==> config.mk <==
export PLATFORM = sky130hd
export DESIGN_NAME = skc_div
export DESIGN_NICKNAME = d
export VERILOG_FILES = /design/src/rtl/core/skc_div.sv
export SDC_FILE = /design/constraint.sdc
export NUM_CORES = 2
export LEC_CHECK = 0
export ABC_AREA = 1
export CAP_MARGIN = 20
export CORE_ASPECT_RATIO = 1.5
export CORE_MARGIN = 10
export CORE_UTILIZATION = 35
export DETAILED_ROUTE_END_ITERATION = 10
export DONT_BUFFER_PORTS = 1
export SYNTH_ARGS = -nofsm -noshare
export SYNTH_HDL_FRONTEND = slang
export SYNTH_SLANG_ARGS = --single-unit
==> constraint.sdc <==
create_clock -name clk -period 6.49 [get_ports clk]
set_clock_uncertainty 0.1 [all_clocks]
set_input_delay 0.3245 -clock clk [delete_from_list [all_inputs] [get_ports clk]]
set_output_delay 0.3245 -clock clk [all_outputs]
set_load 0.01 [all_outputs]
==> src/rtl/core/skc_div.sv <==
module skc_div #(
	parameter int QUO_W = 23,
	parameter int DEN_W = 22,
	parameter type side_t = logic
) (
	input  logic                   clk,
	input  logic                   arst_n,
	input  logic                   en,
	input  logic                   in_valid,
	input  logic [QUO_W+DEN_W-1:0] num,
	input  logic [DEN_W-1:0]       den,
	input  side_t                  in_side,
	output logic                   out_valid,
	output logic [QUO_W-1:0]       quo,
	output side_t                  out_side
);

	// one quotient bit per stage, numerator low bits shift out as quotient bits shift in
	logic             v_s    [QUO_W];
	logic [QUO_W-1:0] lo_s   [QUO_W];
	side_t            side_s [QUO_W];
	logic [DEN_W-1:0] rem_s  [QUO_W-1];
	logic [DEN_W-1:0] den_s  [QUO_W-1];

	for (genvar j = 0; j < QUO_W; j++) begin : g_stage
		logic             v_i;
		logic [DEN_W-1:0] rem_i;
		logic [DEN_W-1:0] den_i;
		logic [QUO_W-1:0] lo_i;
		side_t            side_i;
		logic [DEN_W:0]   sh;
		logic             ge;

		if (j == 0) begin : g_first
			assign v_i    = in_valid;
			assign rem_i  = num[QUO_W+DEN_W-1:QUO_W];
			assign den_i  = den;
			assign lo_i   = num[QUO_W-1:0];
			assign side_i = in_side;
		end else begin : g_next
			assign v_i    = v_s[j-1];
			assign rem_i  = rem_s[j-1];
			assign den_i  = den_s[j-1];
			assign lo_i   = lo_s[j-1];
			assign side_i = side_s[j-1];
		end

		assign sh = {rem_i, lo_i[QUO_W-1]};
		assign ge = sh >= {1'b0, den_i};

		always_ff @(posedge clk or negedge arst_n) begin
			if (!arst_n) begin
				v_s[j] <= 1'b0;
			end else if (en) begin
				v_s[j] <= v_i;
			end
		end

		always_ff @(posedge clk) begin
			if (en) begin
				lo_s[j]   <= QUO_W'({lo_i, ge});
				side_s[j] <= side_i;
			end
		end

		if (j < QUO_W - 1) begin : g_carry
			always_ff @(posedge clk) begin
				if (en) begin
					rem_s[j] <= ge ? DEN_W'(sh - {1'b0, den_i}) : sh[DEN_W-1:0];
					den_s[j] <= den_i;
				end
			end
		end
	end

	assign out_valid = v_s[QUO_W-1];
	assign quo       = lo_s[QUO_W-1];
	assign out_side  = side_s[QUO_W-1];

endmodule

==> flow_summary.yaml <==
setup_path:
  critPathKind: "input port to flip-flop"
  timing.rr.start: "den_s[1][112]$_DFFE_PP_"
  reg2reg_to: "rem_s[1][134]$_DFFE_PP_"
  ff2ff_path_depth: 11
  critPathLaunchType: "input port"
  r2r_setup_slack_ps: 3170
  crit_path_end_kind: "flip-flop"
  required_ps: 6980
  critPathMaxFanout: 21
  arrival_ps: 3990
flow_run:
  cap_viol_max_count: 0
worst_hold_path:
  worstHoldStart: "en"
  holdPathEnd: "lo_s[1][36]$_DFFE_PP_"
  hold_class: "input port to flip-flop"
  worstHoldPathCells: 1
floorplan:
  die_x_um: 436
  initial_core_util_pct: 35.2
  core.rowCount: 228
  coreArea_sq_um: 258000
  dieArea_sq_um: 280000
  ios: 97
  die_h_um: 644
pwr:
  power_leakage_nw: 48.1
  vdd_drop_max_mv: 0.245
  powerDensity_nw_per_um2: 459
synth:
  syn_inst: 10800
  synth_top_area_share_pct: 50.3
  yosys.area_share.simple_pct: 26.3
  syn-num-nets: 11400
  syn_area_sq_um: 90800
  synth-seq-cells: 1543
  syn_area_per_cell_sq_um: 8.42
  synth_top_family_by_area: "simple AND/OR/NAND/NOR gates"
  synth_area_leaders: "edfxtp_1 50%, nand2_1 15%, inv_1 8.9%"
  synth_compound_area_share_pct: 3.55
  ys_seq_area_share_pct: 50.9
  async_flop_share_pct: 1.49
  synth.distinct_cells: 38
  synthXorXnorAreaFrac_pct: 1.91
  ys_warn_count: 0
  synth_area_leader_cell: "edfxtp_1"
  synth-edff-count: 1520
  synthFlopType: "edfxtp_1"
  synth_fa_ha_area_share_pct: 7.46
  synthMuxAreaShare_pct: 0.0124
sta:
  grt_setup_unrepaired: "no"
  maxSlewHeadroom_pct: 9.38
  holdWs_ps: -47.9
  final.period_utilization_pct: 54.0
  fmax_mhz: 285
  worst_slew_pin_slew_ps: 1360
  min_period_ps: 3510
  hold_viol: 6
  setup-violations-final: 0
  finalMaxSlewViolations: 0
  fin_setup_tns_ps: 0
drt:
  dr.pass1.iters: 6
  routed_wl_um: 264000
  drc_errors: 0
  routedWlPerCell_um: 18.2
  dr_total_vias: 68300
  dr.max_layer_used: "met5"
  met3_length_um: 7850
  antenna_left: 0
  viasPerCell: 4.69
  wl_met2_um: 147000
  wl_met1_um: 86800
  drt_iter0_markers: 3831
global_routing:
  antenna_found_initial: 5
  grt_pass1_vias: 69900
  overflow: 0
  grt_util_all_layers_pct: 18.3
  grt_pass1_wl_um: 397000
  grt_max_degree: 259
place:
  place_inst: 14100
  routabilityCongestion: 0.963
  place_hpwl_um: 210000
  port_buffers: 0
clock_network:
  clk_latency_ps: 860
  numCtsBuffers: 172
  cts.sinks: 1543
  clock_path_buffers: 4
  cts_setup_buffers: 0
  tritoncts: "built"
  clkTransAtPathRegs_ps: 60
  cts_repair_resize_count: 0
  cts_root_buf: "clkbuf_16"
  htree_num_levels: 4
cells_and_area:
  nNetsFinal: 11600
  drive_above_1_share_pct: 3.79
  final_cells: 14600
  final_common_cell: "nand2_1"
  final_cell_mix: "3674 x nand2_1, 2151 x inv_1, 1520 x edfxtp_1"
  area_growth_pct: 11.4
outcome:
  failed_checks: "negative hold slack"
  status: "complete, but fails checks"
==> stage by stage <==
| step | power, mW | cell area, sq um | utilization [%] | worst slack (ps) | hold slack (ps) |
|---|---|---|---|---|---|
| after global routing | 50.0 | 101000 | 39.3 | 2750 | 32.8 |
| after CTS | 46.8 | 101000 | 39.2 | 3050 | 7.60 |
| final | 46.4 | 101000 | 39.3 | 2980 | -47.9 |
| after detailed placement | 36.7 | 94500 | 36.7 | 2620 | -70.2 |
| after global placement | 36.7 | 94500 | 36.7 | 2650 | -70.4 |
| after floorplan | 30.2 | 90800 | - | 4430 | -71.1 |
==> registers in the layout (all words and copies together), names as in the netlist <==
signal,flops
side_s,23
den_s,484
g_stage.v_i,22
lo_s,529
rem_s,484
out_valid,1
==> power by group <==
part	internal [mW]	switching, mW	total [mW]
Combinational	6.77	14.5	21.3
Clock	5.56	4.12	9.68
Sequential	14.0	1.38	15.4
==> layer usage <==
layer | track usage (%) | vias up
met5 | 0 | -
met2 | 37.0 | 1346
met3 | 2.14 | 776
li1 | - | 34900
met4 | 13.6 | 4
met1 | 16.2 | 31300
==> worst max-delay path, stage by stage <==
cell and delay, ps:
dlygate4sd3_1 560, inv_1 50, ha_1 400, nand2_1 80, nand2_1 80, inv_1 50
nand2_2 90, nand2_1 70, nand2_2 140, nand3_1 120, nand2_1 100, nand2_1 540
nand3_1 230, dlygate4sd3_1 570, nand2_1 40, dlygate4sd3_1 540
==> worst max-delay path by stage <==
stage / cells past startpoint / start / end / slack [ps]
CTS: 12 / den[9] / rem_s[0][2]$_DFFE_PP_ / 3050
global placement: 4 / en / lo_s[2][146]$_DFFE_PP_ / 2650
floorplan: 12 / lo_s[1][91]$_DFFE_PP_ / rem_s[1][104]$_DFFE_PP_ / 4430
global route: 16 / den[2] / rem_s[0][2]$_DFFE_PP_ / 2750
detailed placement: 4 / en / lo_s[2][146]$_DFFE_PP_ / 2620
finish: 16 / den[2] / rem_s[0][2]$_DFFE_PP_ / 2980
==> synth_stat cells (7+ instances only) <==
cell / number
nand2_1: 3674
inv_1: 2151
edfxtp_1: 1520
nand3_1: 915
nor2_1: 609
ha_1: 506
a21oi_1: 290
xor2_1: 195
nand3b_1: 124
o21ai_0: 112
o21ai_1: 110
nor3_1: 90
nand4_1: 74
nand2_2: 53
buf_6: 48
o21bai_1: 44
nor2_2: 42
and2_1: 32
buf_4: 26
dfrtp_1: 23
fa_1: 22
a21boi_0: 21
buf_2: 21
o21ai_2: 16
nand4_2: 12
nand4_4: 10
nor3_2: 9
or2_0: 7
==> area by class of cell <==
cell class              count  area [sq um]
clock inverters            95          1000
multi-input cells        6984         35600
well taps                3450          4320
fillers                 26300        156000
flip-flops and latches   1543         46200
diodes                      3          7.51
inverters                2152          8080
repair buffers            123          1410
clock buffers             203          4450
==> logic make-up (layout without fill, tap and decap cells) <==
logic type / after synthesis / after routing
AOI/OAI and AO/OA: 597 / 597
other: 0 / 3
xor gates and xnor gates: 198 / 198
muxes: 1 / 1
and+or+nand+nor: 5660 / 5660
DFF: 1543 / 1543
adders and majority gates: 528 / 528
buffers and inverters: 2252 / 2573
==> what timing repair did <==
| item | 4_1_cts | 5_1_grt |
|---|---|---|
| setup endpoints to repair | 0 | 0 |
| hold endpoints to repair | 177 | 0 |
| hold buffers | 108 | 0 |
(Power assumes the default switching activity.)
