[src/rtl/core/skc_pkg.sv]
package skc_pkg;

	localparam int OUT_FRAC = 22;
	localparam int OUT_W    = 23;
	localparam int MAG_W    = 23;
	localparam int AMOUNT_W = 17;
	localparam int K_W      = 22;
	localparam int KN_W     = 26;
	localparam int K_SHIFT  = 29;
	localparam int Q1_W     = 23;
	localparam int Q2_W     = 22;
	localparam int DEN2_W   = 24;
	localparam int Y_W      = 24;
	localparam int CAP_W    = 22;

	localparam logic [MAG_W-1:0]    ONE22      = 23'd4194304;
	localparam logic [CAP_W-1:0]    CEIL22     = 22'd4146489;
	localparam logic [AMOUNT_W-1:0] AMOUNT_ONE = 17'd65536;
	localparam logic [KN_W-1:0]     K_SCALE    = 26'd576;
	localparam logic [KN_W-1:0]     K_ROUND    = 26'd5;
	localparam logic [KN_W-1:0]     K_RECIP    = 26'd53687092;
	localparam logic [K_W-1:0]      K_MAX      = 22'd3774874;

	typedef struct packed {
		logic             neg;
		logic             knee;
		logic [MAG_W-1:0] ax;
	} skc_base_t;

	typedef struct packed {
		skc_base_t      base;
		logic [K_W-1:0] o;
	} skc_side1_t;

endpackage

[src/rtl/core/skc_back.sv]
module skc_back (
	input  logic                        clk,
	input  logic                        arst_n,
	input  logic                        en,
	input  logic                        in_valid,
	input  logic [skc_pkg::Q2_W-1:0]    d,
	input  skc_pkg::skc_base_t          in_side,
	input  logic [skc_pkg::K_W-1:0]     k,
	output logic                        out_valid,
	output logic                        neg,
	output logic [skc_pkg::CAP_W-1:0]   y
);

	logic                      v_s1;
	logic                      v_s2;
	logic                      neg_s1;
	logic                      neg_s2;
	logic [skc_pkg::Y_W-1:0]   y_s1;
	logic [skc_pkg::CAP_W-1:0] y_s2;

	always_ff @(posedge clk or negedge arst_n) begin
		if (!arst_n) begin
			v_s1 <= 1'b0;
			v_s2 <= 1'b0;
		end else if (en) begin
			v_s1 <= in_valid;
			v_s2 <= v_s1;
		end
	end

	always_ff @(posedge clk) begin
		if (en) begin
			neg_s1 <= in_side.neg;
			// threshold plus compressed excess above the knee, the plain magnitude below it
			y_s1   <= in_side.knee
				? skc_pkg::Y_W'(skc_pkg::ONE22) - skc_pkg::Y_W'(k) + skc_pkg::Y_W'(d)
				: skc_pkg::Y_W'(in_side.ax);
			neg_s2 <= neg_s1;
			y_s2   <= (y_s1 > skc_pkg::Y_W'(skc_pkg::CEIL22))
				? skc_pkg::CEIL22 : y_s1[skc_pkg::CAP_W-1:0];
		end
	end

	assign out_valid = v_s2;
	assign neg       = neg_s2;
	assign y         = y_s2;

endmodule

[config.mk]
export PLATFORM = sky130hd
export DESIGN_NAME = skc_back
export DESIGN_NICKNAME = d
export VERILOG_FILES = /design/src/rtl/core/skc_pkg.sv /design/src/rtl/core/skc_back.sv
export SDC_FILE = /design/constraint.sdc
export NUM_CORES = 1
export LEC_CHECK = 0
export ABC_AREA = 1
export BUFFER_PORTS_ARGS = -buffer_cell sky130_fd_sc_hd__buf_2
export CORE_MARGIN = 10
export CORE_UTILIZATION = 48
export DETAILED_ROUTE_END_ITERATION = 7
export PLACE_DENSITY = 0.77
export SLEW_MARGIN = 20
export SYNTH_ARGS = -nofsm -noshare
export SYNTH_HDL_FRONTEND = slang
export SYNTH_SLANG_ARGS = --single-unit
[constraint.sdc]
create_clock -name clk -period 1.3 [get_ports clk]
set_input_delay 0.39 -clock clk [delete_from_list [all_inputs] [get_ports clk]]
set_output_delay 0.39 -clock clk [all_outputs]
set_load 0.05 [all_outputs]
==> reports/qor.csv, run 1 <==
metric,value,unit
outcome,"finished, violations left",
failing checks,setup timing,
Syn. warnings,0,
Horiz. Die Dim,107,µm
vias in the first global route,4131,
Synth cell types,27,
area of the core,0.00729,mm²
GR Overflow Total,0,
I/O pin total,97,
final WL,14500,µm
Setup crit start kind,primary input,
final core utilization,85.9,%
HPWL Detailed,8630,µm
post-synth net total,601,
max_slew headroom,78.0,%
Clock Sinks,49,
initial antenna violation count,0,
synthesized area,0.00362,mm²
Crit Path Class,in2reg,
first-pass GRT wire length,20200,µm
clk buf depth,2,
min cycle time layout,1770,ps
clock transition at the registers of the reported paths,110,ps
Worst Path Max Fanout,4,
"Req. time, crit path",1360,ps
RSZ-0062 raised after global routing,yes,
Ant. Diodes,0,
Vias/cell,5.36,
Worst Skew,17.4,ps
clk_lat worst skew,320,ps
clock tree from TritonCTS,yes,
nets,784,
Final Hold Fails,0,
Area growth syn-to-layout,72.9,%
"commonest non-fill, non-tap cell in the layout",nand2_1,
Inst Count DP,756,
gr usage total,21.9,%
die area,0.0114,mm²
final period utilization,136,%
fraction of layout instances using a drive strength above 1,54.4,%
power density cells,943,mW/mm²
Max Cap Viol,0,
clock root buffer,clkbuf_8,
average cell area after synthesis,7.18,µm²
peak supply drop,0.573,mV
Row Count,31,
worst hold path type,in2reg,
post-route setup slack,-468,ps
most frequent cells in the layout,"nand2_1, buf_4, inv_1",
Die Span Y,107,µm
DRT antenna net count,0,
Final setup viols,49,
starting density of the core,49.7,%
GPL Wtd Cong,0.863,
CTS buffer count,5,
Slew Limit Fails,0,
Leak,3.10,nW
number of port buffers,96,
register area share after synthesis,40.3,%
synthesized instance count,505,
WL per Instance,18.4,µm
drt first-iter violations,332,
final cell count without fillers,788,
H-Tree Level Count,2,
largest net degree at the start of global routing,32,
drt pass-1 iters,5,
CP arrival,1830,ps
critical path capture point type,register,
Max Freq,0.566,GHz
number of synthesized register bits,49,
worst slew pin tran,327,ps
Via Count,4220,
DRC,0,
-- synthesized netlist by cell type --
cell	number	area, µm²
o21ai_0	11	55.1
nor2_1	26	97.6
a21oi_1	22	110
nand4_1	6	37.5
edfxtp_1	47	1410
nor3_2	1	10.0
nor3_1	5	25.0
o21bai_1	1	7.51
and2_1	1	6.26
inv_1	106	398
xnor2_1	7	61.3
fa_1	1	20.0
dfrtp_1	2	50.1
nor4_2	1	12.5
nor2_2	1	6.26
a21boi_0	2	15.0
nand2_1	192	721
nand3b_1	7	52.6
nand2_4	2	22.5
nand3_1	34	170
nor4_1	1	6.26
buf_2	1	5.00
clkbuf_1	3	11.3
or2_2	1	6.26
buf_6	1	11.3
nand3b_4	1	20.0
ha_1	22	275
-- state kept, by name (all words and copies together) (netlist names) --
register   flops
y_s1          23
y             22
neg            1
neg_s1         1
out_valid      1
v_s1           1
-- where the power goes --
| group | switching (mW) | leakage [nW] | internal (mW) |
|---|---|---|---|
| clock | 0.535 | 0.0681 | 0.765 |
| combinational | 1.46 | 2.55 | 1.12 |
| sequential | 0.0997 | 0.479 | 1.94 |
| total | 2.09 | 3.10 | 3.81 |
-- area by class of cell --
cell class / instances / area (µm²)
clock buffers: 5 / 68.8
inverters: 106 / 420
flip-flops and latches: 49 / 1460
clock inverters: 3 / 65.1
well taps: 99 / 124
repair buffers: 180 / 1410
fillers: 380 / 1030
multi-input cells: 346 / 2720
-- path summary, 6_finish.rpt --
kind | from | end | slack (ps) | cells past startpoint
hold reg to reg | neg_s1$_DFFE_PP_ | neg$_DFFE_PP_ | 490 | 0
setup / recovery | d[1] | y_s1[16]$_DFFE_PP_ | -470 | 11
hold / removal | in_side[24] | neg_s1$_DFFE_PP_ | 290 | 1
setup reg to reg | y_s1[11]$_DFFE_PP_ | y[15]$_SDFFCE_PN0P_ | -440 | 8
max in group asynchronous | arst_n | v_s1$_DFFE_PN0P_ | 820 | 2
min in group asynchronous | arst_n | out_valid$_DFFE_PN0P_ | 380 | 2
-- metal layers --
layer | part of all wire [%] | global-route usage, % | vias up
met3 | 7.2 | 4.31 | 77
met4 | 6.4 | 9.57 | 0
met5 | 0 | 0 | -
met2 | 52 | 41.2 | 262
li1 | - | - | 1953
met1 | 34 | 23.0 | 1928
-- through the flow --
step                power, mW  instance area (µm²)  hold slack (ps)  TNS [ps]  worst slack [ps]
finish                   5.91                 6270              288    -14670              -468
global route             6.14                 6270              284    -16730              -557
CTS                      5.41                 5810              295     -9240              -314
detailed placement       3.86                 5100              179    -17430              -751
global placement         3.81                 5100              175    -15160              -707
floorplan                3.15                 4030             94.4     -7960              -495
-- repair_timing --
action / CTS / global route
endpoints found under the hold margin: 2 / 0
buffers inserted: 10 / 14
resized for setup: 136 / 117
cloned: 1 / 0
hold buffers: 1 / 0
pin swaps: 42 / 39
endpoints found under the setup margin: 46 / 63
-- logic make-up after synthesis --
group | share of synthesized area, %
simple gates | 32.9
flops | 40.3
buf+inv | 11.7
xor+xnor | 1.69
compound gates | 5.18
fa+ha+maj | 8.15
-- critical path: stages --
cell      delay [ps]
buf_2            130
buf_4            140
fa_2             420
nand3_4          100
nand3_4           90
nand3_2           90
nand2_2           80
nand2_2          100
nand3b_1          90
nand3_1          120
nand2_1           70
(Power assumes the default switching activity.)
==> run 2: changes to the inputs <==
--- a/config.mk
+++ b/config.mk
@@ -7,6 +7,7 @@
 export LEC_CHECK = 0
 export ABC_AREA = 1
 export BUFFER_PORTS_ARGS = -buffer_cell sky130_fd_sc_hd__buf_2
+export CORE_ASPECT_RATIO = 1.5
 export CORE_MARGIN = 10
 export CORE_UTILIZATION = 48
 export DETAILED_ROUTE_END_ITERATION = 7
==> run 2 against run 1 <==
Worst setup slack better by 56 ps. Sequential cell count is the same. Design area is 4.6% lower. Routed wire length shrank 16%. The flow still finishes with violations (setup timing). First-iteration DRC count fell by 49%. Critical path depth unchanged. Largest power group unchanged. Clock skew down 2.9 ps. Fmax rose by 3.3%. Via count is 6.5% lower.
==> reports/qor.csv, run 2 (synthesis gave the netlist of run 1 again) <==
metric,value,unit,change
CTS buffer count,5,,unchanged
Hold Crit Depth,1,,unchanged
Die Span Y,126,µm,+18%
FF-to-FF End,y[1]$_SDFFCE_PN0P_,,
vias in the first global route,4056,,-1.8%
Final Cell Area,0.00598,mm²,-4.6%
initial antenna violation count,0,,unchanged
Leak,2.97,nW,-4.3%
I/O pin total,97,,unchanged
slowest CP cell,fa_2,,
max_slew headroom,81.6,%,+3.6 points
first-pass GRT wire length,18000,µm,-11%
Worst Skew,14.5,ps,-2.94 ps
critical path capture point type,register,,
critical register-to-register path startpoint,y_s1[14]$_DFFE_PP_,,
clock root buffer,clkbuf_8,,
Inst Count DP,760,,+0.53%
CP max stage delay,380,ps,-40 ps
power density cells,876,mW/mm²,-7.1%
final cell count without fillers,780,,-1.0%
Area after DPL,0.00512,mm²,+0.47%
register area,0.00146,mm²,unchanged
Ant. Diodes,0,,unchanged
DRT antenna net count,0,,unchanged
H-Tree Level Count,2,,unchanged
GR Overflow Total,0,,unchanged
Reg2Reg Depth,8,,unchanged
Crit Path Class,in2reg,,
worst hold path type,in2reg,,
WL per Instance,15.6,µm,-15%
Slew Limit Fails,0,,unchanged
"commonest non-fill, non-tap cell in the layout",nand2_1,,
worst slew pin tran,274,ps,-52.7 ps
clk buf depth,2,,unchanged
GPL Wtd Cong,0.900,,+4.3%
clock tree from TritonCTS,yes,,
Max Freq,0.584,GHz,+3.3%
peak supply drop,0.715,mV,+25%
"Critical Path, Cell by Cell","buf_8, inv_12, ha_4, inv_4, fa_2, nand3_2, nand3_4, buf_4, buf_6, xnor2_2, o21ai_1",,
RSZ-0062 raised after global routing,yes,,
min cycle time layout,1710,ps,-56.0 ps
largest net degree at the start of global routing,26,,-19%
Horiz. Die Dim,91.0,µm,-15%
R2R Setup Slk,-320,ps,+120 ps
Vias/cell,5.06,,-5.5%
number of port buffers,96,,unchanged
final period utilization,132,%,-4.3 points
DRC,0,,unchanged
HPWL Detailed,8810,µm,+2.1%
CP arrival,1760,ps,-70 ps
Largest Register,y_s1,,
Setup crit start kind,primary input,,
outcome,"finished, violations left",,
final WL,12200,µm,-16%
drt pass-1 iters,4,,-1
Clock Sinks,49,,unchanged
Via Count,3946,,-6.5%
area of the core,0.00727,mm²,-0.24%
area of the multi-input gates,0.00259,mm²,-4.6%
nets,775,,-1.1%
die area,0.0115,mm²,+0.63%
starting density of the core,49.8,%,+0.12 points
"Req. time, crit path",1350,ps,about the same
hold endpoint,neg_s1$_DFFE_PP_,,
fraction of layout instances using a drive strength above 1,50.6,%,-3.8 points
Worst Path Max Fanout,4,,unchanged
Final Hold Fails,0,,unchanged
Row Count,38,,+23%
clk_lat worst skew,310,ps,about the same
drt first-iter violations,168,,-49%
Area growth syn-to-layout,65.0,%,
max reg flops,23,,unchanged
Max Cap Viol,0,,unchanged
Worst Hold Launch,in_side[24],,
clock transition at the registers of the reported paths,80,ps,-30 ps
post-route setup slack,-412,ps,+56.0 ps
gr usage total,18.9,%,-3.0 points
most frequent cells in the layout,"nand2_1, inv_1, buf_4",,
failing checks,setup timing,,
Final setup viols,43,,-12%
Fillers,440,,+16%
-- run 2: changes by cell type in the layout (fill, tap and decap cells not counted), sizes merged --
cell / previous run / this run
buf: 176 / 170
bufinv: 2 / 0
clkinv: 1 / 0
-- run 2: critical path: cells and delay by family --
family / cells / cell delay, ps
buf+inv: 5 / 450
fa+ha+maj: 2 / 520
simple gates: 2 / 190
xor+xnor: 1 / 120
compound gates: 1 / 90
-- run 2: timing repair --
item	CTS	global route
hold endpoints to repair	2	0
resized for setup	95	120
hold buffers	1	0
pin swaps	51	37
cloned	1	0
setup endpoints to repair	46	66
buffers inserted	3	8
-- run 2: final cells by class --
cell class | count | share of cell area, %
Clock buffer | 8 | 1.51
Inverter | 106 | 7.07
Multi-Input combinational cell | 346 | 43.4
Sequential cell | 49 | 24.4
Tap cell | 100 | 2.09
Timing Repair Buffer | 171 | 21.5
-- run 2: power by group --
part / internal [mW] / leakage [nW] / switching [mW]
clock network: 0.434 / 0.0455 / 0.463
logic: 1.02 / 2.44 / 1.29
registers: 1.94 / 0.479 / 0.0902
-- run 2: worst max path at each step --
stage,start,end,slack [ps],cells after the start
after CTS,k[1],y_s1[21]$_DFFE_PP_,-340,12
final,d[0],y_s1[4]$_DFFE_PP_,-410,11
after global placement,d[0],y_s1[12]$_DFFE_PP_,-700,13
after global routing,d[0],y_s1[4]$_DFFE_PP_,-450,11
after floorplan,d[0],y_s1[12]$_DFFE_PP_,-490,12
after detailed placement,d[0],y_s1[16]$_DFFE_PP_,-750,13
-- run 2: metrics by stage --
step / hold slack [ps] / setup WS [ps] / power [mW] / util, % / setup TNS, ps
after global placement: 173 / -704 / 3.81 / 70.4 / -15940
final: 266 / -412 / 5.24 / 82.2 / -11690
after CTS: 255 / -337 / 4.92 / 76.5 / -10100
after global routing: 263 / -446 / 5.52 / 82.2 / -15910
after detailed placement: 177 / -745 / 3.85 / 70.4 / -17760
after floorplan: 94.4 / -495 / 3.15 / - / -7960
-- run 2: per-layer routing --
metal  GRT usage [%]  wire length [µm]  vias to the layer above
met5               0                 0                        -
met4            11.1               546                        0
met3            3.48               472                       40
met2            36.6              6800                      120
met1            17.8              4380                     1849
li1                -                 -                     1937
