`src/rtl/core/skc_pkg.sv`:
```
package skc_pkg;

	localparam int OUT_FRAC = 22;
	localparam int OUT_W    = 23;
	localparam int MAG_W    = 23;
	localparam int AMOUNT_W = 17;
	localparam int K_W      = 22;
	localparam int KN_W     = 26;
	localparam int K_SHIFT  = 29;
	localparam int Q1_W     = 23;
	localparam int Q2_W     = 22;
	localparam int DEN2_W   = 24;
	localparam int Y_W      = 24;
	localparam int CAP_W    = 22;

	localparam logic [MAG_W-1:0]    ONE22      = 23'd4194304;
	localparam logic [CAP_W-1:0]    CEIL22     = 22'd4146489;
	localparam logic [AMOUNT_W-1:0] AMOUNT_ONE = 17'd65536;
	localparam logic [KN_W-1:0]     K_SCALE    = 26'd576;
	localparam logic [KN_W-1:0]     K_ROUND    = 26'd5;
	localparam logic [KN_W-1:0]     K_RECIP    = 26'd53687092;
	localparam logic [K_W-1:0]      K_MAX      = 22'd3774874;

	typedef struct packed {
		logic             neg;
		logic             knee;
		logic [MAG_W-1:0] ax;
	} skc_base_t;

	typedef struct packed {
		skc_base_t      base;
		logic [K_W-1:0] o;
	} skc_side1_t;

endpackage

```
`src/rtl/core/skc_front.sv`:
```
module skc_front #(
	parameter int SAMPLE_WIDTH = 24
) (
	input  logic                                        clk,
	input  logic                                        arst_n,
	input  logic                                        en,
	input  logic                                        in_valid,
	input  logic signed [SAMPLE_WIDTH-1:0]              sample_in,
	input  logic [skc_pkg::K_W-1:0]                     k,
	output logic                                        out_valid,
	output logic [skc_pkg::Q1_W+skc_pkg::K_W-1:0]       num,
	output skc_pkg::skc_side1_t                         side
);

	localparam int FRAC = SAMPLE_WIDTH - 4;
	localparam int CL_W = FRAC + 1;
	localparam logic [SAMPLE_WIDTH-1:0] ONE_IN = SAMPLE_WIDTH'(1) << FRAC;

	logic [SAMPLE_WIDTH-1:0]        raw;
	logic [SAMPLE_WIDTH-1:0]        mag;
	logic [CL_W-1:0]                mag_cl;
	logic [skc_pkg::MAG_W-1:0]      ax_c;
	logic [skc_pkg::MAG_W:0]        sum;
	logic                           knee;

	logic                           v_s1;
	logic                           neg_s1;
	logic [skc_pkg::MAG_W-1:0]      ax_s1;
	logic                           v_s2;
	logic [skc_pkg::Q1_W+skc_pkg::K_W-1:0] num_s2;
	skc_pkg::skc_side1_t            side_s2;

	assign raw    = sample_in;
	assign mag    = raw[SAMPLE_WIDTH-1] ? (~raw + SAMPLE_WIDTH'(1)) : raw;
	assign mag_cl = (mag > ONE_IN) ? ONE_IN[CL_W-1:0] : mag[CL_W-1:0];

	// align the clamped magnitude to q22
	if (FRAC <= skc_pkg::OUT_FRAC) begin : g_up
		assign ax_c = skc_pkg::MAG_W'(mag_cl) << (skc_pkg::OUT_FRAC - FRAC);
	end else begin : g_down
		assign ax_c = skc_pkg::MAG_W'(mag_cl >> (FRAC - skc_pkg::OUT_FRAC));
	end

	always_ff @(posedge clk or negedge arst_n) begin
		if (!arst_n) begin
			v_s1 <= 1'b0;
			v_s2 <= 1'b0;
		end else if (en) begin
			v_s1 <= in_valid;
			v_s2 <= v_s1;
		end
	end

	always_ff @(posedge clk) begin
		if (en) begin
			neg_s1 <= raw[SAMPLE_WIDTH-1];
			ax_s1  <= ax_c;
		end
	end

	// ax > 1 - k  <=>  ax + k > 1, excess is the low bits of the sum
	assign sum  = {1'b0, ax_s1} + (skc_pkg::MAG_W+1)'(k);
	assign knee = (k != '0) && (sum > {1'b0, skc_pkg::ONE22});

	always_ff @(posedge clk) begin
		if (en) begin
			side_s2.base.neg  <= neg_s1;
			side_s2.base.knee <= knee;
			side_s2.base.ax   <= ax_s1;
			side_s2.o         <= sum[skc_pkg::K_W-1:0];
			num_s2            <= {1'b0, sum[skc_pkg::K_W-1:0], 1'b0, k[skc_pkg::K_W-1:1]};
		end
	end

	assign out_valid = v_s2;
	assign num       = num_s2;
	assign side      = side_s2;

endmodule

```
`config.mk`:
```
export PLATFORM = sky130hd
export DESIGN_NAME = skc_front
export DESIGN_NICKNAME = d
export VERILOG_FILES = /design/src/rtl/core/skc_pkg.sv /design/src/rtl/core/skc_front.sv
export SDC_FILE = /design/constraint.sdc
export NUM_CORES = 1
export LEC_CHECK = 0
export BUFFER_PORTS_ARGS = -buffer_cell sky130_fd_sc_hd__buf_2
export CELL_PAD_IN_SITES_DETAIL_PLACEMENT = 1
export CELL_PAD_IN_SITES_GLOBAL_PLACEMENT = 2
export CORE_MARGIN = 3
export CORE_UTILIZATION = 25
export DETAILED_ROUTE_END_ITERATION = 6
export GPL_ROUTABILITY_DRIVEN = 0
export PLACE_DENSITY_LB_ADDON = 0.1
export SLEW_MARGIN = 30
export SYNTH_ARGS = -nofsm -noshare
export SYNTH_HDL_FRONTEND = slang
export SYNTH_SLANG_ARGS = --single-unit
```
`constraint.sdc`:
```
create_clock -name clk -period 5.6 [get_ports clk]
set_input_delay 1.12 -clock clk [delete_from_list [all_inputs] [get_ports clk]]
set_output_delay 1.12 -clock clk [all_outputs]
set_load 0.01 [all_outputs]
```
==> impl_metrics.yaml, run 1 <==
synthesis:
  ys_types: 63
  synth.area.top_cells: "edfxtp_1 53%, ha_1 5.3%, buf_4 4.1%"
  synth.largest_area_cell: "edfxtp_1"
  synth_compound_area_frac: 0.124
  synthTopCellsByCount: "87 x edfxtp_1, 41 x nor2_1, 27 x buf_4"
  synth_seq_cells: 89
  synthMuxAreaShare: 0.0200
  syn_area_sq_mm: 0.00495
  synthFlopType: "edfxtp_1"
  synth_top_area_frac: 0.528
  avgSynthCellArea_sq_um: 11.7
  synthSimpleGateAreaFrac: 0.141
  synth_adder_area_share: 0.0571
  yosysWarningCount: 0
  synth_top_family_by_area: "simple AND/OR/NAND/NOR gates"
  ys_seq_area_frac: 0.538
  async_flop_share: 0.0225
  synth_enable_flop_cells: 87
  synth.most_common_cell: "edfxtp_1"
  netlist_instances: 422
  synth_xor_area_frac: 0.0602
die:
  die_area_sq_mm: 0.0215
  num_rows: 50
  pin_count: 143
  fp.coreArea_sq_mm: 0.0191
  start_util: 0.259
  die_h_microns: 147
  die_x_microns: 147
timing:
  layout_min_cycle_time_ns: 3.84
  tns_ns: 0
  relSlewSlack: 0.575
  rsz0062_at_grt: "no"
  fmax_mhz: 261
  slew_violations: 0
  fin_crit_sh: 0.685
  clock-skew-final_ns: 0.0126
  finalHoldViolations: 0
  tightest_slew_ns: 0.631
  setup_viol_count_final: 0
global_route:
  grt_max_degree: 52
  grt_pass1_vias: 3892
  grt_usage: 0.129
  grt_pass1_wl_microns: 22200
  antenna_found_initial: 0
  gr-total-overflow: 0
finish:
  antenna_cells: 0
  layout-drive-gt1-share: 0.311
  nets: 607
  fin_cells: 800
  area_growth_pct: 21.9
  fin_util: 0.316
  register_area_sq_mm: 0.00266
  fillers: 2163
  multiInputGateArea_sq_mm: 0.00201
route:
  drt_iter0_drc: 272
  wirelength_microns: 13900
  vias_per_cell: 4.64
  wl_per_cell_microns: 17.4
  vias: 3713
  drc: 0
  ant_nets: 0
  dr.pass1.iters: 4
worst_hold_path:
  hold_path_startpoint: "neg_s1"
  hold_path.class: "register to register"
  hold_depth: 0
  hold_end: "side[46]"
critical_path:
  reg2reg_from: "ax_s1[2]"
  critPathMaxFanout: 4
  cp.required_ns: 5.68
  critPathArrivalTime_ns: 3.92
  r2r_end: "side[45]"
  reg2reg_slack_ns: 2.20
  crit_path_end_kind: "register"
  path_class: "input pin to register"
  reg2reg_depth: 10
  worstSetupStartpointType: "input pin"
power_and_ir_drop:
  p_total_w: 0.00184
  ir_drop_v: 0.000115
  power_density_mw_per_mm2: 305
  p_leak_nw: 2.43
clocking:
  post_cts_resized: 0
  post-cts-setup-buffers: 0
  ctsHoldBuffers: 0
  cts_htree_levels: 3
  cts_tree: "built"
  cts_buffers: 9
  root_buffer: "clkbuf_16"
  clkSinkCount: 89
  cts_buffer_depth: 2
  cts.clk_slew.worst_paths_ns: 0.07
  insertion_delay_ns: 0.34
placement:
  placedCellCount: 784
  dp_hpwl_microns: 11200
  port_buffers: 138
status:
  run_status: "completed"
job:
  max_cap_violations: 0
## flip-flops by register name, summed over array words and instances (netlist names)
register	cells
ax_s1	21
side	45
num	20
v_s1	1
neg_s1	1
out_valid	1
## critical path, cell delays in order
cell and delay [ns]:
buf_2 0.13, ha_1 0.23, fa_1 0.40, a21o_1 0.22
a221oi_2 0.40, o311ai_1 0.26, a31oi_1 0.26, xnor2_1 0.11
nor4b_1 0.35, nand4_1 0.14, o311a_1 0.29
## logic make-up after synthesis
kind of cell,after synthesis
AO/OA/AOI/OAI,87
XOR/XNOR,34
adder cells (fa/ha/maj),22
buffers and inverters,50
flip-flops,89
multiplexers,9
other,1
AND/OR/NAND/NOR,130
## stage by stage
stage / hold slack (ns) / area, sq um / setup WS, ns
after floorplan: 0.400 / 4960 / 1.92
after global placement: 0.403 / 5730 / 1.49
after detailed placement: 0.407 / 5730 / 1.40
after CTS: 0.425 / 6030 / 1.75
after global routing: 0.460 / 6030 / 1.55
final: 0.422 / 6030 / 1.76
## per-layer routing
| metal | vias up | part of all wire | track usage |
|---|---|---|---|
| li1 | 1787 | - | - |
| met1 | 1818 | 0.44 | 0.160 |
| met2 | 99 | 0.50 | 0.227 |
| met3 | 9 | 0.050 | 0.0299 |
| met4 | 0 | 0.015 | 0.0348 |
| met5 | - | 0 | 0 |
## how the worst max path moves through the flow
stage | startpoint | end | slack [ns]
6_report | k[2] | side[45] | 1.76
5_1_grt | k[2] | side[45] | 1.55
4_1_cts | k[2] | side[45] | 1.75
2_1_floorplan | k[2] | side[45] | 1.92
3_3_place_gp | k[2] | side[45] | 1.49
3_5_place_dp | k[2] | side[45] | 1.40
## layout make-up
type,count,area share
clock buffer,10,0.0380
clock inverter,6,0.0120
inverter,10,0.00622
multi-input combinational,286,0.332
sequential,89,0.441
tap,260,0.0539
timing repair buffer,139,0.116
## cells in the final DEF (no fill, tap or decap), types with 5 or more instances in the layout
| cell | count |
|---|---|
| buf_2 | 137 |
| edfxtp_1 | 87 |
| nor2_1 | 41 |
| nand2_1 | 25 |
| xor2_1 | 22 |
| ha_1 | 21 |
| a21oi_1 | 20 |
| o21ai_0 | 15 |
| xnor2_1 | 12 |
| inv_1 | 10 |
| a21o_1 | 9 |
| nor3_1 | 9 |
| clkbuf_16 | 9 |
| nor4_1 | 8 |
| nand3_1 | 6 |
| nand4_1 | 5 |
| nand2b_1 | 5 |
| mux2i_1 | 5 |
## report_power, final
group / total [W] / leakage [nW] / internal [W] / switching [W]
combinational: 0.000392 / 1.42 / 0.000153 / 0.000240
sequential: 0.000837 / 0.869 / 0.000810 / 0.0000273
clock: 0.000612 / 0.144 / 0.000352 / 0.000260
total: 0.00184 / 2.43 / 0.00131 / 0.000527
(Power assumes the default switching activity.)
==> inputs of run 2 (changes only) <==
clock period = 3.4 ns   (was 5.6 ns; I/O delays follow)
==> run 2 against run 1 <==
Total power is 71% higher. First-iteration DRC count shrank 25%. Clock-buffer cell count down 1. Sequential cell count did not move. Clock skew fell by 0.0051 ns. Design area rose by 4.8%. Sequential share of layout area decreased by 2.0 points. Largest cell class unchanged.
==> impl_metrics.yaml, run 2 (synthesized netlist as in run 1, its figures left out) <==
route:
  drc: 0
  vias: 3781
  drt_iter0_drc: 205
  wirelength_microns: 13900
  vias_per_cell: 4.54
  dr.pass1.iters: 4
  wl_per_cell_microns: 16.7
  ant_nets: 0
clocking:
  cts_buffer_depth: 2
  root_buffer: "clkbuf_16"
  cts_tree: "built"
  cts_htree_levels: 3
  clkSinkCount: 89
  insertion_delay_ns: 0.34
  post_cts_resized: 0
  post-cts-setup-buffers: 0
  cts_buffers: 9
  ctsHoldBuffers: 0
  cts.clk_slew.worst_paths_ns: 0.07
timing:
  layout_min_cycle_time_ns: 3.16
  relSlewSlack: 0.578
  tns_ns: 0
  setup_viol_count_final: 0
  fmax_mhz: 317
  fin_crit_sh: 0.929
  slew_violations: 0
  finalHoldViolations: 0
  hold_slack_ns: 0.109
  tightest_slew_ns: 0.633
  finalWorstSetupSlack_ns: 0.241
  clock-skew-final_ns: 0.00747
  rsz0062_at_grt: "no"
placement:
  dp_hpwl_microns: 11300
  port_buffers: 138
  dp_worst_setup_slack_ns: -0.241
power_and_ir_drop:
  ir_drop_v: 0.000196
  p_leak_nw: 2.61
  power_density_mw_per_mm2: 499
critical_path:
  critPathMaxFanout: 4
  crit_path_end_kind: "register"
  cp.required_ns: 3.49
  path_class: "input pin to register"
  critPathArrivalTime_ns: 3.25
  worstSetupStartpointType: "input pin"
global_route:
  grt_pass1_wl_microns: 22300
  grt_max_degree: 48
  gr-total-overflow: 0
  antenna_found_initial: 0
  grt_usage: 0.129
  grt_pass1_vias: 3997
die:
  pin_count: 143
  num_rows: 50
  die_h_microns: 147
  fp.coreArea_sq_mm: 0.0191
  start_util: 0.259
  die_area_sq_mm: 0.0215
  die_x_microns: 147
finish:
  fillers: 2172
  nets: 640
  register_area_sq_mm: 0.00266
  fin_util: 0.331
  final_cell_mix: "137 x buf_2, 87 x edfxtp_1, 41 x nor2_1"
  antenna_cells: 0
  largest_reg_flops: 45
  layout-drive-gt1-share: 0.353
  final_common_cell: "buf_2"
  area_growth_pct: 27.8
  multiInputGateArea_sq_mm: 0.00201
job:
  max_cap_violations: 0
status:
  run_status: "completed"
worst_hold_path:
  hold_path.class: "input pin to async pin"
run 2: cell count changes in the layout (fill, tap and decap cells not counted):
cell / previous run / this run
bufinv_16: 1 / 2
clkinv_4: 1 / 2
nor4b_1: 2 / 1
nor4b_2: 0 / 1
buf_4: 2 / 34
inv_8: 0 / 1
buf_12: 0 / 1
clkinvlp_4: 1 / 0
clkinv_1: 0 / 1
inv_6: 3 / 1
clkbuf_1: 1 / 0
run 2: area by class of cell:
class / instances / area share
sequential: 89 / 0.421
multi-input combinational: 286 / 0.318
timing repair buffer: 172 / 0.152
tap: 260 / 0.0514
clock buffer: 9 / 0.0356
clock inverter: 7 / 0.0160
inverter: 10 / 0.00593
run 2: worst paths after layout:
| check | from | end | slack, ns | depth (start not counted) |
|---|---|---|---|---|
| worst max-delay path | k[2] | side[45] | 0.24 | 12 |
| worst min-delay path | arst_n | out_valid | 0.11 | 1 |
| worst max register to register | ax_s1[2] | side[45] | 0.24 | 11 |
| worst min register to register | neg_s1 | side[46] | 0.43 | 0 |
| max in group asynchronous | arst_n | v_s1 | 3.20 | 1 |
| min in group clk | neg_s1 | side[46] | 0.43 | 0 |
run 2: critical path, cell delays in order:
cell and delay (ns):
buf_2 0.11, ha_1 0.22, fa_1 0.40, a21o_1 0.22
a221oi_2 0.22, buf_4 0.17, o311ai_1 0.17, a31oi_1 0.24
xnor2_1 0.13, nor4b_2 0.28, nand4_1 0.11, o311a_1 0.29
run 2: per-stage QoR:
step	power [W]	cells	instance area, sq um
5_1_grt	0.00333	833	6320
6_report	0.00315	833	6320
3_3_place_gp	0.00211	817	5990
2_1_floorplan	0.00182	425	4960
3_5_place_dp	0.00212	817	5990
4_1_cts	0.00321	833	6320
run 2: power breakdown:
part / leakage [nW] / internal (W) / switching [W]
logic: 1.58 / 0.000300 / 0.000404
registers: 0.869 / 0.00133 / 0.0000428
clock network: 0.160 / 0.000651 / 0.000423
run 2: metal layers:
metal,track usage,vias to the layer above,part of all wire
met2,0.224,106,0.50
met4,0.0386,0,0.015
met5,0,-,0
met1,0.163,1802,0.44
li1,-,1860,-
met3,0.0271,13,0.042
