### src/rtl/core/skc_pkg.sv
package skc_pkg;

	localparam int OUT_FRAC = 22;
	localparam int OUT_W    = 23;
	localparam int MAG_W    = 23;
	localparam int AMOUNT_W = 17;
	localparam int K_W      = 22;
	localparam int KN_W     = 26;
	localparam int K_SHIFT  = 29;
	localparam int Q1_W     = 23;
	localparam int Q2_W     = 22;
	localparam int DEN2_W   = 24;
	localparam int Y_W      = 24;
	localparam int CAP_W    = 22;

	localparam logic [MAG_W-1:0]    ONE22      = 23'd4194304;
	localparam logic [CAP_W-1:0]    CEIL22     = 22'd4146489;
	localparam logic [AMOUNT_W-1:0] AMOUNT_ONE = 17'd65536;
	localparam logic [KN_W-1:0]     K_SCALE    = 26'd576;
	localparam logic [KN_W-1:0]     K_ROUND    = 26'd5;
	localparam logic [KN_W-1:0]     K_RECIP    = 26'd53687092;
	localparam logic [K_W-1:0]      K_MAX      = 22'd3774874;

	typedef struct packed {
		logic             neg;
		logic             knee;
		logic [MAG_W-1:0] ax;
	} skc_base_t;

	typedef struct packed {
		skc_base_t      base;
		logic [K_W-1:0] o;
	} skc_side1_t;

endpackage

### src/rtl/core/skc_square.sv
module skc_square (
	input  logic                                       clk,
	input  logic                                       arst_n,
	input  logic                                       en,
	input  logic                                       in_valid,
	input  logic [skc_pkg::Q1_W-1:0]                   q,
	input  skc_pkg::skc_side1_t                        in_side,
	output logic                                       out_valid,
	output logic [skc_pkg::Q2_W+skc_pkg::DEN2_W-1:0]   num,
	output logic [skc_pkg::DEN2_W-1:0]                 den,
	output skc_pkg::skc_base_t                         out_side
);

	localparam int P_W   = 2 * skc_pkg::Q1_W;
	localparam int NUM_W = skc_pkg::Q2_W + skc_pkg::DEN2_W;
	localparam logic [P_W-1:0]   P_HALF = P_W'(1) << (skc_pkg::OUT_FRAC - 1);
	localparam logic [NUM_W-1:0] D_HALF = NUM_W'(1) << (skc_pkg::OUT_FRAC - 1);

	logic                       v_s1;
	logic                       v_s2;
	logic                       v_s3;
	logic [P_W-1:0]             prod_s1;
	logic [skc_pkg::MAG_W-1:0]  qq_s2;
	skc_pkg::skc_side1_t        side_s1;
	skc_pkg::skc_side1_t        side_s2;
	skc_pkg::skc_base_t         base_s3;
	logic [skc_pkg::DEN2_W-1:0] den_s3;
	logic [NUM_W-1:0]           num_s3;

	always_ff @(posedge clk or negedge arst_n) begin
		if (!arst_n) begin
			v_s1 <= 1'b0;
			v_s2 <= 1'b0;
			v_s3 <= 1'b0;
		end else if (en) begin
			v_s1 <= in_valid;
			v_s2 <= v_s1;
			v_s3 <= v_s2;
		end
	end

	always_ff @(posedge clk) begin
		if (en) begin
			prod_s1 <= P_W'(q) * P_W'(q);
			side_s1 <= in_side;
			qq_s2   <= skc_pkg::MAG_W'((prod_s1 + P_HALF) >> skc_pkg::OUT_FRAC);
			side_s2 <= side_s1;
			// den = 1 + qq, numerator carries half of den for rounding
			den_s3  <= skc_pkg::DEN2_W'(skc_pkg::ONE22) + skc_pkg::DEN2_W'(qq_s2);
			num_s3  <= NUM_W'({side_s2.o, skc_pkg::OUT_FRAC'(0)}) + NUM_W'(qq_s2 >> 1)
				+ D_HALF;
			base_s3 <= side_s2.base;
		end
	end

	assign out_valid = v_s3;
	assign num       = num_s3;
	assign den       = den_s3;
	assign out_side  = base_s3;

endmodule

### config.mk
export PLATFORM = sky130hd
export DESIGN_NAME = skc_square
export DESIGN_NICKNAME = d
export VERILOG_FILES = /design/src/rtl/core/skc_pkg.sv /design/src/rtl/core/skc_square.sv
export SDC_FILE = /design/constraint.sdc
export NUM_CORES = 1
export LEC_CHECK = 0
export ABC_AREA = 1
export BUFFER_PORTS_ARGS = -buffer_cell sky130_fd_sc_hd__buf_2
export CAP_MARGIN = 30
export CORE_MARGIN = 4
export CORE_UTILIZATION = 50
export DETAILED_ROUTE_END_ITERATION = 7
export GPL_TIMING_DRIVEN = 1
export PLACE_DENSITY = 0.78
export SETUP_SLACK_MARGIN = 0.3
export SYNTH_ARGS = -nofsm -noshare
export SYNTH_HDL_FRONTEND = slang
export SYNTH_SLANG_ARGS = --single-unit
### constraint.sdc
create_clock -name clk -period 2.58 [get_ports clk]
set_input_delay 0.645 -clock clk [delete_from_list [all_inputs] [get_ports clk]]
set_output_delay 0.645 -clock clk [all_outputs]
set_load 0.1 [all_outputs]
==> summary.txt, run 1 <==
Yosys
  • Area leader, netlist: fa_1
  • Top cell type's share of synthesized area: 0.329
  • Mapped Area: approximately 0.024 mm^2
  • Seq/Total Area, Yosys: 0.275
  • Synth Register Bits: 216
  • Async SR Flop Fraction: 0.0139
  • Top_reg_cell synth: edfxtp_1
  • Post-Syn Nets: 3069
  • Synth top cells by count: inv_1 (717), nand2_1 (500), fa_1 (387), edfxtp_1 (213), ha_1 (171)
  • Yosys cell types: 42
  • Count leader, synth: inv_1
  • Post-synth EDFFs: around 210
  • Synth Instances: 2437
  • Ys Warns: 0
  • Synth area leaders: fa_1 (33%), edfxtp_1 (27%), inv_1 (11%)
  • Mean Syn Cell Area: 9.65 um^2

STA
  • Post-layout min period: 5.73 ns
  • Unrepaired setup endpoints after global routing: yes
  • Final Hold Viols: 0
  • Slack of the critical path: -3.15 ns
  • Crit share post-route: 2.22
  • Worst Tran Pin Value: 0.581 ns
  • Slew headroom: 0.613
  • Slew Viols, Final: 0
  • Setup violators final: 24
  • Max Clock Freq: 175 MHz
  • Clock skew: 0.0184 ns

Setup path
  • CP Max Fanout: 10
  • Crit Reg-Reg Endpoint: num[39]
  • Worst setup EP type: flip-flop
  • Worst reg2reg path depth: 9
  • WP data arrival: ~6.0 ns
  • CP Class: input pin to flip-flop
  • Critical path's slowest cell: fa_1
  • CP Buf/Inv Count: 9
  • Largest stage delay, worst path: 0.56 ns
  • R2R Setup Slk: ~0.46 ns
  • Critical R2R Launch: qq_s2[22]
  • Worst path depth: 28
  • CP Launch Point: q[4]
  • Crit path to: prod_s1[40]
  • Critical path's top delay family: adder cells
  • Cell mode on critical path: fa_1
  • Worst Setup Start Kind: input pin
  • Critical path data required time: 2.82 ns

Floorplanning
  • Starting Density: 0.505
  • Die X: 225 um
  • Die ar.: between 0.05 and 0.06 mm^2
  • Core ar.: 0.0466 mm^2
  • # IOs: between 150 and 200
  • Cell Rows: slightly below 80
  • Chip Height: 225 um

Placement
  • DP Cell Count: 3380
  • RD Place Congestion: 0.993
  • Dpl hpwl: between 40 and 50 mm
  • I/O Buffers: 168

Routing
  • DRC: 0
  • DR pass1 iterations: 6
  • Initial drt markers: 984
  • Via count: 17300
  • Routed len/inst: around 17 um
  • Routed Antenna Nets: 0
  • Total wire length: 58.3 mm
  • Vias per inst: 5.02

GRT
  • Overall routing resource usage: 0.231
  • Pin count of the biggest net entering global routing: 72
  • Initial antenna violation count: 1
  • First-pass GRT wire length: 94.5 mm
  • Vias in the first global route: 19100
  • Congestion Overflow GR: 0

Hold path
  • Min-delay worst type: input pin to flip-flop
  • WHS Path Cells: 1

Clock tree
  • Longest Clk Path Bufs: 3
  • Root Buffer: clkbuf_16
  • Clk_lat worst skew: 0.49 ns
  • Clk sinks: 216
  • H-tree lvl count: 1
  • Clk slew on worst S/H paths: about 0.06 ns
  • CTS tree: done
  • TritonCTS buffer count: 22

Cells and area
  • Register Area: ~0.0065 mm^2
  • Multi-input logic area: 0.0156 mm^2
  • # nets final: about 3500
  • Filler Cells Inserted: 3345
  • Fin cells: about 3500
  • Share of cells above drive strength 1: 0.296
  • Number of diodes: 0
  • Synthesis-to-finish area growth: 26.5%

Outcome
  • Status: finished with violations
  • Violated checks: setup timing

Flow run
  • MaxCap Viol Count: 0
[worst reg2reg max path, cell delays in order (launching register included)]
cell	delay [ns]
edfxtp_1	0.49
ha_1	0.27
nand3_2	0.12
nor2_2	0.16
nand2_2	0.11
nor2_4	0.15
nand4_2	0.15
nor2_2	0.17
nand2_1	0.10
xor2_1	0.15
[sequential cells by signal, summed over array words and instances (netlist names), 23 cells and up]
| name | cells |
|---|---|
| den | 24 |
| num | 23 |
| out_side | 25 |
| prod_s1 | 24 |
| qq_s2 | 23 |
| side_s1 | 47 |
| side_s2 | 47 |
[cells in the final DEF, fill, tap and decap left out, types with 13 or more instances in the layout]
master,netlist,layout
inv_1,717,650
nand2_1,500,387
fa_1,387,368
buf_4,23,237
edfxtp_1,213,213
buf_2,1,146
ha_1,171,137
nand2_2,6,87
inv_2,0,66
nor2_1,102,64
xor2_1,42,38
ha_4,0,32
nand2_4,0,30
nand3_1,36,30
nor2_4,5,29
buf_12,0,25
clkbuf_16,0,23
xnor2_1,23,22
a21oi_2,0,21
nand4_1,19,19
fa_2,0,19
nor2_2,4,18
a21oi_4,0,16
a21oi_1,52,15
buf_6,0,13
[per-layer routing]
| metal | vias up | global-route usage | routed length [um] |
|---|---|---|---|
| met5 | - | 0 | 13 |
| li1 | 7979 | - | - |
| met2 | 705 | 0.417 | 29800 |
| met3 | 186 | 0.0249 | 3860 |
| met4 | 2 | 0.0747 | 2240 |
| met1 | 8470 | 0.293 | 22400 |
[cell families (layout without fill, tap and decap cells)]
kind of cell / count (synthesis) / count (layout) / share of synthesized area
compound gates: 98 / 98 / 0.0225
xor+xnor: 66 / 66 / 0.0249
mux: 2 / 2 / 0.000958
flops: 216 / 216 / 0.275
fa+ha+maj: 558 / 558 / 0.420
simple gates: 706 / 706 / 0.126
other cells: 1 / 1 / 0.000159
buf+inv: 790 / 1198 / 0.130
[final cells by class]
type | count | area share
multi-input cells | 1431 | 0.524
inverters | 717 | 0.0905
flip-flops and latches | 216 | 0.218
repair buffers | 441 | 0.120
well taps | 607 | 0.0255
clock inverters | 9 | 0.00168
clock buffers | 31 | 0.0214
[stage by stage]
stage	hold WS (ns)	instance area, um^2	setup WS (ns)	setup TNS, ns	utilization
final	0.331	29800	-3.15	-73.11	0.639
after global routing	0.319	29800	-3.27	-76.69	0.639
after CTS	0.317	29100	-3.07	-71.73	0.626
after detailed placement	0.405	27300	-4.10	-93.53	0.586
after global placement	0.401	27300	-4.00	-91.66	0.586
after floorplan	0.349	24500	-3.25	-76.29	-
[how the worst min path moves through the flow]
stage,startpoint,to,slack [ns]
floorplan,arst_n,out_valid,0.35
global placement,side_s2[25],out_side[3],0.40
detailed placement,side_s2[40],out_side[18],0.40
CTS,in_side[20],side_s1[20],0.32
global route,in_side[24],side_s1[24],0.32
finish,in_side[20],side_s1[20],0.33
[repair_timing]
action / in CTS / in global routing
hold buffers: 1 / 0
setup endpoints to repair: 24 / 24
pin swaps: 88 / 102
buffers inserted: 15 / 11
cloned: 5 / 0
resized for setup: 239 / 155
hold endpoints to repair: 3 / 0
Power of run 1 is not shown: default switching activity piles up to over one toggle a cycle in this logic, so the estimate is an artifact.
==> run 2, diff against run 1 <==
Settings changed: CTS_BUF_LIST set to sky130_fd_sc_hd__clkbuf_8 sky130_fd_sc_hd__clkbuf_16.
==> summary.txt, run 2 (synthesis gave the netlist of run 1 again) <==
Outcome
  • Status: finished with violations (unchanged)
  • Violated checks: setup timing (unchanged)

Clock tree
  • Root Buffer: clkbuf_16 (unchanged)
  • Clk slew on worst S/H paths: 0.06 ns (about the same)
  • H-tree lvl count: 1 (unchanged)
  • Longest Clk Path Bufs: 3 (unchanged)
  • Clk_lat worst skew: 0.49 ns (about the same)
  • TritonCTS buffer count: 22 (unchanged)
  • Clk sinks: 216 (unchanged)
  • CTS tree: done (unchanged)

Setup path
  • CP Buf/Inv Count: 8 (was 9)
  • Cell mode on critical path: nand2_2 (was fa_1)
  • Largest stage delay, worst path: 0.55 ns (was 0.56 ns)
  • Critical path data required time: 2.82 ns (about the same)
  • CP Max Fanout: 10 (unchanged)
  • Critical path's slowest cell: fa_1 (unchanged)
  • Crit Reg-Reg Endpoint: num[39] (unchanged)
  • R2R Setup Slk: 0.46 ns (about the same)
  • Worst setup EP type: flip-flop (unchanged)
  • WP data arrival: 5.98 ns (was 5.97 ns)
  • Critical path's top delay family: adder cells (unchanged)
  • Critical R2R Launch: qq_s2[22] (unchanged)
  • Worst Setup Start Kind: input pin (unchanged)
  • CP Class: input pin to flip-flop (unchanged)
  • Worst reg2reg path depth: 9 (unchanged)

GRT
  • Pin count of the biggest net entering global routing: 72 (unchanged)
  • First-pass GRT wire length: 94.5 mm (about the same)
  • Vias in the first global route: 19100 (about the same)
  • Overall routing resource usage: 0.231 (unchanged)
  • Initial antenna violation count: 1 (unchanged)
  • Congestion Overflow GR: 0 (unchanged)

Cells and area
  • Synthesis-to-finish area growth: 26.3% (was 26.5%)
  • Filler Cells Inserted: 3359 (was 3345)
  • Multi-input logic area: 0.0156 mm^2 (about the same)
  • Fin cells: 3452 (unchanged)
  • Number of diodes: 0 (unchanged)
  • Register Area: 0.00647 mm^2 (unchanged)
  • # nets final: 3461 (unchanged)
  • Final core utilization: 0.638 (was 0.639)
  • Most common cell after layout, fill and taps aside: inv_1 (unchanged)
  • Share of cells above drive strength 1: 0.292 (was 0.296)
  • Commonest cells after routing, fill and taps aside: inv_1 (657), nand2_1 (393), fa_1 (368) (was inv_1 (650), nand2_1 (387), fa_1 (368))

Floorplanning
  • Die X: 225 um (unchanged)
  • Chip Height: 225 um (unchanged)
  • Core ar.: 0.0466 mm^2 (unchanged)
  • # IOs: 170 (unchanged)
  • Die ar.: 0.0506 mm^2 (unchanged)
  • Cell Rows: 79 (unchanged)
  • Starting Density: 0.505 (unchanged)

Hold path
  • Min-delay worst type: input pin to flip-flop (unchanged)
  • Hold wc startpoint: in_side[20] (unchanged)
  • WHS Path Cells: 1 (unchanged)
  • Hold Path End: side_s1[20] (unchanged)

STA
  • WHS: 0.332 ns (was 0.331 ns)
  • Max Clock Freq: 174 MHz (was 175 MHz)
  • Unrepaired setup endpoints after global routing: yes (unchanged)
  • Slack of the critical path: -3.16 ns (was -3.15 ns)
  • Setup violators final: 24 (unchanged)
  • Post-layout min period: 5.74 ns (was 5.73 ns)
  • Final Hold Viols: 0 (unchanged)
  • Clock skew: 0.0191 ns (was 0.0184 ns)
  • Crit share post-route: 2.22 (about the same)
  • Slew headroom: 0.607 (was 0.613)
  • Slew Viols, Final: 0 (unchanged)
  • Worst Tran Pin Value: 0.590 ns (was 0.581 ns)

Flow run
  • MaxCap Viol Count: 0 (unchanged)

Placement
  • Dpl hpwl: 46.2 mm (unchanged)
  • Pre-CTS setup slack: -4.10 ns (unchanged)
  • DP Cell Count: 3380 (unchanged)
  • I/O Buffers: 168 (unchanged)
  • RD Place Congestion: 0.993 (unchanged)

Routing
  • Total wire length: 58.1 mm (was 58.3 mm)
  • DR pass1 iterations: 5 (was 6)
  • Via count: 17300 (unchanged)
  • Routed Antenna Nets: 0 (unchanged)
  • DRC: 0 (unchanged)
  • Routed len/inst: 16.8 um (was 16.9 um)
  • Initial drt markers: 1053 (was 984)
  • Vias per inst: 5.02 (unchanged)
[run 2: cell types whose count changed in the layout (fill, tap and decap cells not counted), sizes merged]
cell / before / now
clkbuf: 33 / 28
inv: 718 / 723
[run 2: how the worst max path moves through the flow]
stage / from / to / slack, ns / depth (start not counted)
finish: q[14] / prod_s1[40] / -3.16 / 27
detailed placement: q[5] / prod_s1[41] / -4.10 / 23
global route: q[10] / prod_s1[38] / -3.28 / 25
floorplan: q[20] / prod_s1[38] / -3.25 / 24
global placement: q[5] / prod_s1[41] / -4.00 / 23
CTS: q[14] / prod_s1[41] / -3.07 / 23
[run 2: worst reg2reg max path, delay by kind of cell, from the launching register on]
kind	cells	cell delay [ns]
simple gates	7	0.97
fa+ha+maj	1	0.27
xor+xnor	1	0.15
flops	1	0.49
[run 2: layout make-up]
cell class	count	share of cell area
tap	607	0.0256
inverter	717	0.0907
multi-input combinational	1431	0.524
sequential	216	0.218
timing repair buffer	441	0.119
clock inverter	14	0.00232
clock buffer	26	0.0208
[run 2: repair_timing]
item	in CTS	in global routing
gates resized for setup	239	138
pin swaps	88	94
buffers inserted	15	11
hold buffers	1	0
endpoints found under the setup margin	24	24
hold endpoints to repair	3	0
gates cloned	5	0
[run 2: through the flow]
stage,TNS [ns],cell area (um^2)
floorplan,-76.29,24500
CTS,-71.73,29100
detailed placement,-93.53,27300
finish,-73.33,29700
global placement,-91.66,27300
global route,-76.76,29700
[run 2: routing by layer]
layer,track usage,wire (um),up-vias
li1,-,-,7974
met1,0.293,22500,8497
met2,0.417,29800,698
met3,0.0249,3710,171
met4,0.0747,2050,2
met5,0,13,-
Power of run 2 is left out for the same reason.
